===== config.mk =====
export PLATFORM = sky130hd
export DESIGN_NAME = fit_policy_block_allocator_unit
export DESIGN_NICKNAME = d
export VERILOG_FILES = /design/src/hw/rtl/fpba_pkg.sv /design/src/hw/rtl/fpba_table.sv /design/src/hw/rtl/fpba_ctrl.sv /design/src/hw/rtl/fit_policy_block_allocator_unit.sv
export SDC_FILE = /design/constraint.sdc
export NUM_CORES = 1
export LEC_CHECK = 0
export BUFFER_PORTS_ARGS = -buffer_cell sky130_fd_sc_hd__buf_2
export CORE_ASPECT_RATIO = 0.8
export CORE_MARGIN = 8
export CORE_UTILIZATION = 60
export DETAILED_ROUTE_END_ITERATION = 10
export HOLD_SLACK_MARGIN = 0.06
export PLACE_DENSITY = 0.77
export SLEW_MARGIN = 20
export SYNTH_ARGS = -nofsm -noshare
export SYNTH_HDL_FRONTEND = slang
export SYNTH_HIERARCHICAL = 1
export SYNTH_SLANG_ARGS = --single-unit

===== constraint.sdc =====
create_clock -name i_clk -period 7.9 [get_ports i_clk]
set_input_delay 0.395 -clock i_clk [delete_from_list [all_inputs] [get_ports i_clk]]
set_output_delay 0.395 -clock i_clk [all_outputs]
set_load 0.02 [all_outputs]

===== src/hw/rtl/fpba_pkg.sv =====
// Shared types and constants for the fit-policy block allocator.
package fpba_pkg;

    // Table geometry.
    localparam int NUM_BLOCKS = 16;
    localparam int SIZE_WIDTH = 16;
    localparam int IDX_W      = $clog2(NUM_BLOCKS);
    localparam int CNT_W      = IDX_W + 1;
    localparam logic [CNT_W-1:0] NUM_BLOCKS_CNT = CNT_W'(NUM_BLOCKS);

    // Configuration port.
    localparam int CFG_IDX_W  = 1;
    localparam int CFG_DATA_W = 5;
    localparam logic [CFG_IDX_W-1:0] CFG_POLICY = 1'b0;
    localparam logic [CFG_IDX_W-1:0] CFG_ACTIVE = 1'b1;

    // Policy codes. The unused code behaves as first fit.
    localparam logic [1:0] POL_FIRST = 2'd0;
    localparam logic [1:0] POL_BEST  = 2'd1;
    localparam logic [1:0] POL_WORST = 2'd2;

    // Item kinds.
    localparam logic KIND_LOAD = 1'b0;
    localparam logic KIND_REQ  = 1'b1;

    // Input word.
    typedef struct packed {
        logic        kind;
        logic [3:0]  load_index;
        logic [15:0] size_value;
    } t_in_item;

    // Result word.
    typedef struct packed {
        logic        granted;
        logic [3:0]  block_index;
        logic [15:0] remaining;
    } t_out_item;

    // Write request into the free-size table.
    typedef struct packed {
        logic                  en;
        logic [IDX_W-1:0]      addr;
        logic [SIZE_WIDTH-1:0] data;
    } t_tbl_wr;

    // Sequencer states.
    typedef enum logic [1:0] {
        ST_IDLE,
        ST_SCAN,
        ST_DONE
    } t_state;

endpackage


===== src/hw/rtl/fpba_table.sv =====
// Free-size table: one write port, one read port at the scan index.
module fpba_table (
    input  logic                          i_clk,
    input  logic                          i_rst_n,
    input  fpba_pkg::t_tbl_wr             i_wr,
    input  logic [fpba_pkg::IDX_W-1:0]      i_rd_addr,
    output logic [fpba_pkg::SIZE_WIDTH-1:0] o_rd_data
);
    import fpba_pkg::*;

    logic [SIZE_WIDTH-1:0] r_size [NUM_BLOCKS];

    // Entries clear on reset and take one write per cycle.
    always_ff @(posedge i_clk) begin
        if (!i_rst_n) begin
            for (int i = 0; i < NUM_BLOCKS; i++) begin
                r_size[i] <= '0;
            end
        end else if (i_wr.en) begin
            r_size[i_wr.addr] <= i_wr.data;
        end
    end

    // The scan reads one entry per cycle.
    assign o_rd_data = r_size[i_rd_addr];

endmodule


===== src/hw/rtl/fpba_ctrl.sv =====
// Sequencer and shared compare unit that write loads and scan the table for a request.
module fpba_ctrl (
    input  logic                            i_clk,
    input  logic                            i_rst_n,
    input  logic                            i_accept,
    input  fpba_pkg::t_in_item              i_item,
    input  logic [1:0]                      i_policy,
    input  logic [fpba_pkg::CNT_W-1:0]        i_active,
    input  logic [fpba_pkg::SIZE_WIDTH-1:0]   i_rd_data,
    output logic [fpba_pkg::IDX_W-1:0]        o_rd_addr,
    output fpba_pkg::t_tbl_wr               o_wr,
    output logic                            o_busy,
    output logic                            o_result_valid,
    output fpba_pkg::t_out_item             o_result
);
    import fpba_pkg::*;

    t_state                r_state, n_state;
    logic [IDX_W-1:0]      r_idx, n_idx;
    logic [IDX_W-1:0]      r_last, n_last;
    logic [IDX_W-1:0]      r_pick, n_pick;
    logic [SIZE_WIDTH-1:0] r_best, n_best;
    logic [SIZE_WIDTH-1:0] r_req, n_req;
    logic [1:0]            r_mode, n_mode;
    logic                  r_found, n_found;
    logic                  r_valid, n_valid;
    t_out_item             r_out, n_out;

    logic [CNT_W-1:0]      limit;
    logic                  fits;
    logic                  better;
    logic                  first_mode;
    logic [SIZE_WIDTH-1:0] left;

    // Number of entries searched, clamped to the table depth.
    assign limit = (i_active > NUM_BLOCKS_CNT) ? NUM_BLOCKS_CNT : i_active;

    // Shared compare unit: fit test and policy compare against the best so far.
    assign fits       = (i_rd_data >= r_req);
    assign first_mode = (r_mode != POL_BEST) && (r_mode != POL_WORST);
    assign better     = ((r_mode == POL_BEST) && (i_rd_data < r_best)) ||
                        ((r_mode == POL_WORST) && (i_rd_data > r_best));
    assign left       = r_best - r_req;

    // State and datapath registers.
    always_ff @(posedge i_clk) begin
        if (!i_rst_n) begin
            r_state <= ST_IDLE;
            r_valid <= 1'b0;
            r_found <= 1'b0;
        end else begin
            r_state <= n_state;
            r_valid <= n_valid;
            r_found <= n_found;
        end
        r_idx  <= n_idx;
        r_last <= n_last;
        r_pick <= n_pick;
        r_best <= n_best;
        r_req  <= n_req;
        r_mode <= n_mode;
        r_out  <= n_out;
    end

    // Next state, table writes and result word.
    always_comb begin
        n_state = r_state;
        n_idx   = r_idx;
        n_last  = r_last;
        n_pick  = r_pick;
        n_best  = r_best;
        n_req   = r_req;
        n_mode  = r_mode;
        n_found = r_found;
        n_valid = 1'b0;
        n_out   = r_out;
        o_wr    = '0;
        case (r_state)
            ST_IDLE: begin
                if (i_accept) begin
                    if (i_item.kind == KIND_LOAD) begin
                        // A load writes the entry and answers at once.
                        n_valid           = 1'b1;
                        n_out.granted     = 1'b0;
                        n_out.block_index = i_item.load_index;
                        n_out.remaining   = '0;
                        if ({1'b0, i_item.load_index} < NUM_BLOCKS_CNT) begin
                            o_wr.en         = 1'b1;
                            o_wr.addr       = i_item.load_index[IDX_W-1:0];
                            o_wr.data       = i_item.size_value;
                            n_out.remaining = i_item.size_value;
                        end
                    end else if (limit == '0) begin
                        // Nothing to search: refuse.
                        n_valid = 1'b1;
                        n_out   = '0;
                    end else begin
                        n_state = ST_SCAN;
                        n_idx   = '0;
                        n_last  = IDX_W'(limit - CNT_W'(1));
                        n_req   = i_item.size_value;
                        n_mode  = i_policy;
                        n_found = 1'b0;
                    end
                end
            end
            ST_SCAN: begin
                // One entry per cycle; first fit stops at its first hit.
                if (fits && (!r_found || better)) begin
                    n_found = 1'b1;
                    n_pick  = r_idx;
                    n_best  = i_rd_data;
                end
                if ((fits && first_mode) || (r_idx == r_last)) begin
                    n_state = ST_DONE;
                end else begin
                    n_idx = r_idx + IDX_W'(1);
                end
            end
            ST_DONE: begin
                // Charge the chosen block, if any, and report.
                n_state = ST_IDLE;
                n_valid = 1'b1;
                n_out   = '0;
                if (r_found) begin
                    o_wr.en           = 1'b1;
                    o_wr.addr         = r_pick;
                    o_wr.data         = left;
                    n_out.granted     = 1'b1;
                    n_out.block_index = 4'(r_pick);
                    n_out.remaining   = left;
                end
            end
            default: begin
                n_state = ST_IDLE;
            end
        endcase
    end

    assign o_rd_addr      = r_idx;
    assign o_busy         = (r_state != ST_IDLE);
    assign o_result_valid = r_valid;
    assign o_result       = r_out;

endmodule


===== src/hw/rtl/fit_policy_block_allocator_unit.sv =====
// Top level of the fit-policy block allocator: configuration and wiring.
//
//  channel   signals                                  handshake
//  input     start, busy, i_item                      start high while busy low
//  result    o_result_valid, o_result                 one-cycle strobe, no stall
//  config    i_cfg_we, i_cfg_idx, i_cfg_data          write on we, no wait
//
// A load is written at once; its result strobes in the next cycle and start
// may come again at once. A request scans one table entry per cycle through
// the shared compare unit, up to active_blocks entries (first fit stops at
// the first hit), then charges the chosen block, if any, in a done state;
// busy is high meanwhile.
// Synchronous reset clears the table to zero, policy to first fit and
// active_blocks to 16. The receiver cannot stall results.
module fit_policy_block_allocator_unit (
    input  logic                               i_clk,
    input  logic                               i_rst_n,
    input  logic                               start,
    output logic                               busy,
    input  fpba_pkg::t_in_item                 i_item,
    output logic                               o_result_valid,
    output fpba_pkg::t_out_item                o_result,
    input  logic                               i_cfg_we,
    input  logic [fpba_pkg::CFG_IDX_W-1:0]       i_cfg_idx,
    input  logic [fpba_pkg::CFG_DATA_W-1:0]      i_cfg_data
);
    import fpba_pkg::*;

    logic [1:0]            r_policy;
    logic [CNT_W-1:0]      r_active;
    logic                  accept;
    logic [IDX_W-1:0]      rd_addr;
    logic [SIZE_WIDTH-1:0] rd_data;
    t_tbl_wr               tbl_wr;

    // Configuration registers.
    always_ff @(posedge i_clk) begin
        if (!i_rst_n) begin
            r_policy <= POL_FIRST;
            r_active <= NUM_BLOCKS_CNT;
        end else if (i_cfg_we) begin
            case (i_cfg_idx)
                CFG_POLICY: r_policy <= i_cfg_data[1:0];
                CFG_ACTIVE: r_active <= i_cfg_data[CNT_W-1:0];
                default:    ;
            endcase
        end
    end

    assign accept = start && !busy;

    fpba_ctrl u_ctrl (
        .i_clk          (i_clk),
        .i_rst_n        (i_rst_n),
        .i_accept       (accept),
        .i_item         (i_item),
        .i_policy       (r_policy),
        .i_active       (r_active),
        .i_rd_data      (rd_data),
        .o_rd_addr      (rd_addr),
        .o_wr           (tbl_wr),
        .o_busy         (busy),
        .o_result_valid (o_result_valid),
        .o_result       (o_result)
    );

    fpba_table u_table (
        .i_clk     (i_clk),
        .i_rst_n   (i_rst_n),
        .i_wr      (tbl_wr),
        .i_rd_addr (rd_addr),
        .o_rd_data (rd_data)
    );

endmodule


== Word level (Yosys, flattened, before mapping) ==
Memory sizes are Yosys's and may differ from the RTL's. A register that Yosys moved wholly into a read port is not among the register bits.
Index checks and enable logic that the tools add are counted.
Storage, ports and cells
  bits in registers: 78
  latch bits: 0
  memory bits (writable): 256
  ROM bits: 0
  input port bits: 31
  word-level logic and storage cells: 99
  memories kept: 1
Cells by class
  add/sub/neg operators: 3
  multipliers: 0
  divide/modulo/power cells: 0
  order comparisons: 4
  eq/ne operators: 14
  shift operators: 0
  mux-type cells: 36
  bitwise operators: 2
  reductions and logical operators: 25
Memories
  u_table.r_size: depth 16, bits a word 16, rd ports 1, clocked after Yosys merged registers in 1, wr ports 16, RTL line fpba_table.sv:11  | logic [SIZE_WIDTH-1:0] r_size [NUM_BLOCKS];
Operators by type and width (number)
  21-bit 2-to-1 mux: 6
  21-bit one-hot mux with 2 select lines: 2
  4-bit 2-to-1 mux: 6
  16-bit >= comparator: 1
  16-bit > comparator: 1
  16-bit < comparator: 1
  16-bit 2-to-1 mux: 1
  16-bit OR reduction: 1
  16-bit subtractor: 1
  1-bit 2-to-1 mux: 12
  2-bit != test, second input constant: 5
  5-bit AND reduction: 2
  2-bit 2-to-1 mux: 4
  4-bit one-hot mux with 2 select lines: 1
  4-bit AND reduction: 2
  1-bit logical AND: 6
  2-bit by 1-bit != test with 1-bit output, second input constant: 3
  2-bit AND reduction: 3
  2-bit nonzero test: 3
  5-bit > comparator, second input constant: 1
  5-bit logical NOT: 1
  5-bit 2-to-1 mux: 1
  4-bit by 1-bit adder with 4-bit output, second input constant: 1
  2-bit by 1-bit equality test with 1-bit output, second input constant: 2
  11 further kinds: 17

== Longest topological paths before layout ==
  word-level depth: 10
  gate-level depth with buffers: 13
  depth with buffers taken out: 11

== Modules after synthesis ==
Netlist, hierarchy kept.
By module, submodules not included
  fpba_table: instances 1, cells an instance 722, area an instance 11577.4 um2, sequential area each 7687.4 um2
  fpba_ctrl: instances 1, cells an instance 433, area an instance 4530.6 um2, sequential area each 2092.0 um2
  fit_policy_block_allocator_unit: instances 1, cells an instance 31, area an instance 294.0 um2, sequential area each 140.1 um2

== Worst setup path before layout ==
No wires, ideal clock.
  path kind: flip-flop to flip-flop
  start: register u_ctrl/o_rd_addr[0] (netlist name)
  end: register u_ctrl.r_best[0], enable pin
  setup time: 0.404 ns
  arrival: 3.959 ns
  data required time: 7.496 ns
  slack: 3.537 ns
  stages on the path, launching flop included: 13
  buffers on the path: 2
  period minus slack after synthesis: 4.363 ns
  path through: edfxtp_1 buf_4 buf_2 mux4_2 a22oi_1 nand2_1 ha_1 nand3_1 or4_1 a21oi_1 nor3_1 mux2i_1 a21oi_1
RTL lines
  end signal: assignment: RTL line fpba_ctrl.sv:59  | r_best <= n_best;
  end: declaration: RTL line fpba_ctrl.sv:22  | logic [SIZE_WIDTH-1:0] r_best, n_best;

==> results by group <==
Run status
  • Outcome: finished clean

Synthesis
  • YS warnings: 6
  • FF+latch count, synth: 334
  • Post-Synthesis Cells: 1186
  • Main synth FF type: edfxtp_1
  • Syn_area_per_cell: 13.8 sq um
  • Syn Nets: 1269
  • Post-synth EDFFs: 323
  • Fraction of registers with async set/reset: 0%
  • Count of cell types in the netlist: 61
  • Post-synthesis sequential area ratio: 60.5%
  • Synth Cell Area: 0.0164 sq mm

Die
  • Die H: 164 um
  • Io pins: 54
  • Placeable core area: 0.0271 sq mm
  • Die W: 201 um
  • Die Footprint: 0.0329 sq mm
  • # rows: 54
  • Initial core utilization: 60.5%

Detailed routing
  • DRT iter0 DRCs: 1237
  • Drt drc: 0
  • Router iterations before antenna repair: 6
  • Wire per inst: 24.7 um
  • Detail Route Antenna Nets: 0
  • Vias post-DR: 10.4k
  • Vias per std cell: 6.33
  • Routed WL: 40500 um

GRT
  • Global-route wire length before repair: 62200 um
  • Gr usage total: 24.8%
  • Number of global-route vias before repair: 10.4k
  • Initial antenna violation count: 0
  • Largest net degree at the start of global routing: 69
  • GRT Residual Overflow: 0

Timing
  • Setup violators final: 0
  • Fin crit share: 64.4%
  • Post-layout min period: 5.09 ns
  • Worst hold margin: 0.0758 ns
  • Slew headroom: 23.5%
  • Final WS setup: 2.81 ns
  • Fmax: 196 MHz
  • Final hold vios: 0
  • Worst Max-Slew Pin Slew: 1.15 ns
  • Total negative slack: 0 ns
  • Clk_skew: 0.0159 ns
  • RSZ-0062 raised after global routing: false
  • Final max-slew violation count: 0

Power
  • Pleak: 6.96 nW
  • Total power: 4.22 mW
  • Sw Share: 24.7%
  • Int Power: 3.18 mW
  • Peak supply drop: 0.201 mV
  • Clock power frac: 38.2%
  • Sw Pwr: 1.04 mW
  • Comb power frac: 13.1%
  • Pwr Density: 231 mW/mm^2
  • Sequential Power Share: 48.7%

Cells and area
  • Finished Layout Cells: 1637
  • Final nets: 1332
  • # diodes: 0
  • Commonest non-fill, non-tap cell in the layout: edfxtp_1
  • Final core occ: 67.5%
  • Fraction of final layout cells sized beyond drive strength 1: 18.1%
  • Commonest cells after routing, fill and taps aside: 323 x edfxtp_1, 259 x and2_1, 64 x mux4_2, 53 x buf_2, 51 x ha_1
  • Area grow syn2layout: 11.5%
  • Final instance area: 0.0183 sq mm

Placed design
  • Placed insts: 1573
  • Post-DP Area: 0.0171 sq mm
  • Post-DP HPWL: 26900 um
  • Dpl ws: 2.83 ns
  • Gpl congestion: 0.937
  • IO Port Bufs: 53

Worst setup path
  • Worst R2R End: u_ctrl/r_best[8]$_DFFE_PP_
  • Worst Setup SP: u_ctrl/o_rd_addr[0]$_SDFFCE_PN0P_
  • FF-to-FF path depth: 11
  • WS Path Type: reg -> reg
  • CP cell instances: buf_4 > mux4_2 > a22oi_1 > nand2_1 > ha_1 > nand3_1 > or4_1 > a21oi_1 > nor3_1 > mux2i_1 > a21oi_4
  • Worst EP required: 8.04 ns
  • CP Capture Type: flop
  • CP Depth: 11
  • Largest stage delay, worst path: 0.91 ns
  • CP Capture Point: u_ctrl/r_best[8]$_DFFE_PP_
  • CP max FO: 20
  • Top delay family on crit path: compound AO/OA/AOI/OAI gates
  • R2R setup slack: 2.81 ns
  • Worst r2r src: u_ctrl/o_rd_addr[0]$_SDFFCE_PN0P_
  • CP Launch Type: flop
  • Worst path slowest cell: edfxtp_1
  • Critical Path AT: 5.23 ns
  • CP bufs+invs: 1

Clocking
  • Num Clock Sinks: 334
  • CTS Buf Count: 34
  • Clk_lat worst skew: 0.52 ns
  • CTS Buffer Depth: 3
  • Clock edge transition at the registers on the reported setup and hold paths: 0.06 ns
  • CTS tree: done
  • Root buf cell: clkbuf_16
  • Postcts setup bufs: 0
  • # H-tree levels: 2

Run
  • Max-cap viol count: 0

Worst hold path
  • Hold Crit Depth: 1
  • Hold Path Class: in -> reg
## area by class of cell
| type | count | area, sq um |
|---|---|---|
| Multi-Input combinational cell | 739 | 6040 |
| Clock inverter | 15 | 166 |
| Tap cell | 364 | 455 |
| Sequential cell | 334 | 9920 |
| Fill cell | 1908 | 8810 |
| Timing Repair Buffer | 94 | 583 |
| Clock buffer | 45 | 945 |
| Inverter | 46 | 173 |
## cell usage after synthesis, drive strengths merged (2+ instances only)
| cell | n | area share, % |
|---|---|---|
| a211o | 3 | 0.16 |
| a211oi | 6 | 0.27 |
| a21boi | 2 | 0.092 |
| a21o | 9 | 0.41 |
| a21oi | 24 | 0.73 |
| a221oi | 3 | 0.20 |
| a22o | 6 | 0.32 |
| a22oi | 32 | 1.5 |
| a31oi | 3 | 0.11 |
| a41oi | 3 | 0.21 |
| and2 | 260 | 9.9 |
| and3 | 4 | 0.15 |
| buf | 30 | 0.98 |
| clkbuf | 37 | 0.88 |
| dfxtp | 11 | 1.3 |
| edfxtp | 323 | 59 |
| ha | 51 | 3.9 |
| inv | 46 | 1.1 |
| mux2i | 6 | 0.37 |
| mux4 | 64 | 8.8 |
| nand2 | 50 | 1.1 |
| nand2b | 27 | 1.0 |
| nand3 | 14 | 0.43 |
| nand4 | 8 | 0.40 |
| nand4b | 2 | 0.24 |
| nor2 | 23 | 0.54 |
| nor2b | 15 | 0.59 |
| nor3 | 15 | 0.58 |
| o211ai | 5 | 0.26 |
| o21a | 5 | 0.23 |
| o21ai | 50 | 1.5 |
| o21bai | 4 | 0.18 |
| o22ai | 8 | 0.31 |
| o41a | 2 | 0.14 |
| or2 | 4 | 0.15 |
| or3 | 3 | 0.11 |
| or4 | 2 | 0.092 |
| xnor2 | 14 | 0.75 |
| xor2 | 4 | 0.21 |
## power groups by stage
stage,clock network [mW],registers (mW),logic [mW]
floorplan,0,2.09,0.366
global placement,0,2.09,0.529
detailed placement,0,2.09,0.541
CTS,1.64,2.06,0.548
global route,1.70,2.06,0.600
finish,1.62,2.06,0.552
## state kept, by name, indices dropped and copies added, names as in the netlist, 4 cells and up
signal	cells
u_table/r_size	256
u_ctrl/o_result	21
u_ctrl/r_best	16
u_ctrl/r_req	16
r_active	5
u_ctrl/o_rd_addr	4
u_ctrl/r_last	4
u_ctrl/r_pick	4
## logic make-up (layout without fill, tap and decap cells)
group | count (synthesis) | in the layout | share of synthesized area, %
buffers and inverters | 113 | 200 | 2.91
AOI/OAI and AO/OA | 168 | 168 | 6.78
DFF | 334 | 334 | 60.5
and+or+nand+nor | 431 | 431 | 15.7
xor gates and xnor gates | 18 | 18 | 0.961
adders and majority gates | 52 | 52 | 4.01
muxes | 70 | 70 | 9.15
## per-layer routing
| metal | global-route usage (%) | wire, um | vias up |
|---|---|---|---|
| met5 | 0 | 0 | - |
| met4 | 7.55 | 1040 | 0 |
| met3 | 4.85 | 4470 | 80 |
| met2 | 37.9 | 18400 | 637 |
| met1 | 35.8 | 16600 | 5124 |
| li1 | - | - | 4519 |
## timing repair
item | in CTS | in global routing
gates resized for setup | 0 | 0
hold buffers | 4 | 0
hold endpoints to repair | 4 | 0
## how the worst min path moves through the flow
| stage | startpoint | end | slack (ns) |
|---|---|---|---|
| 6_report | i_item[4] | u_ctrl/r_req[4]$_DFFE_PP_ | 0.08 |
| 4_1_cts | i_item[11] | u_ctrl/r_req[11]$_DFFE_PP_ | 0.06 |
| 5_1_grt | i_item[4] | u_ctrl/r_req[4]$_DFFE_PP_ | 0.07 |
| 2_1_floorplan | r_policy[0]$_SDFFE_PN0P_ | u_ctrl/r_mode[0]$_DFFE_PP_ | 0.41 |
| 3_5_place_dp | r_policy[1]$_SDFFE_PN0P_ | u_ctrl/r_mode[1]$_DFFE_PP_ | 0.42 |
| 3_3_place_gp | r_policy[0]$_SDFFE_PN0P_ | u_ctrl/r_mode[0]$_DFFE_PP_ | 0.42 |
Power figures use the tool's default switching activity.
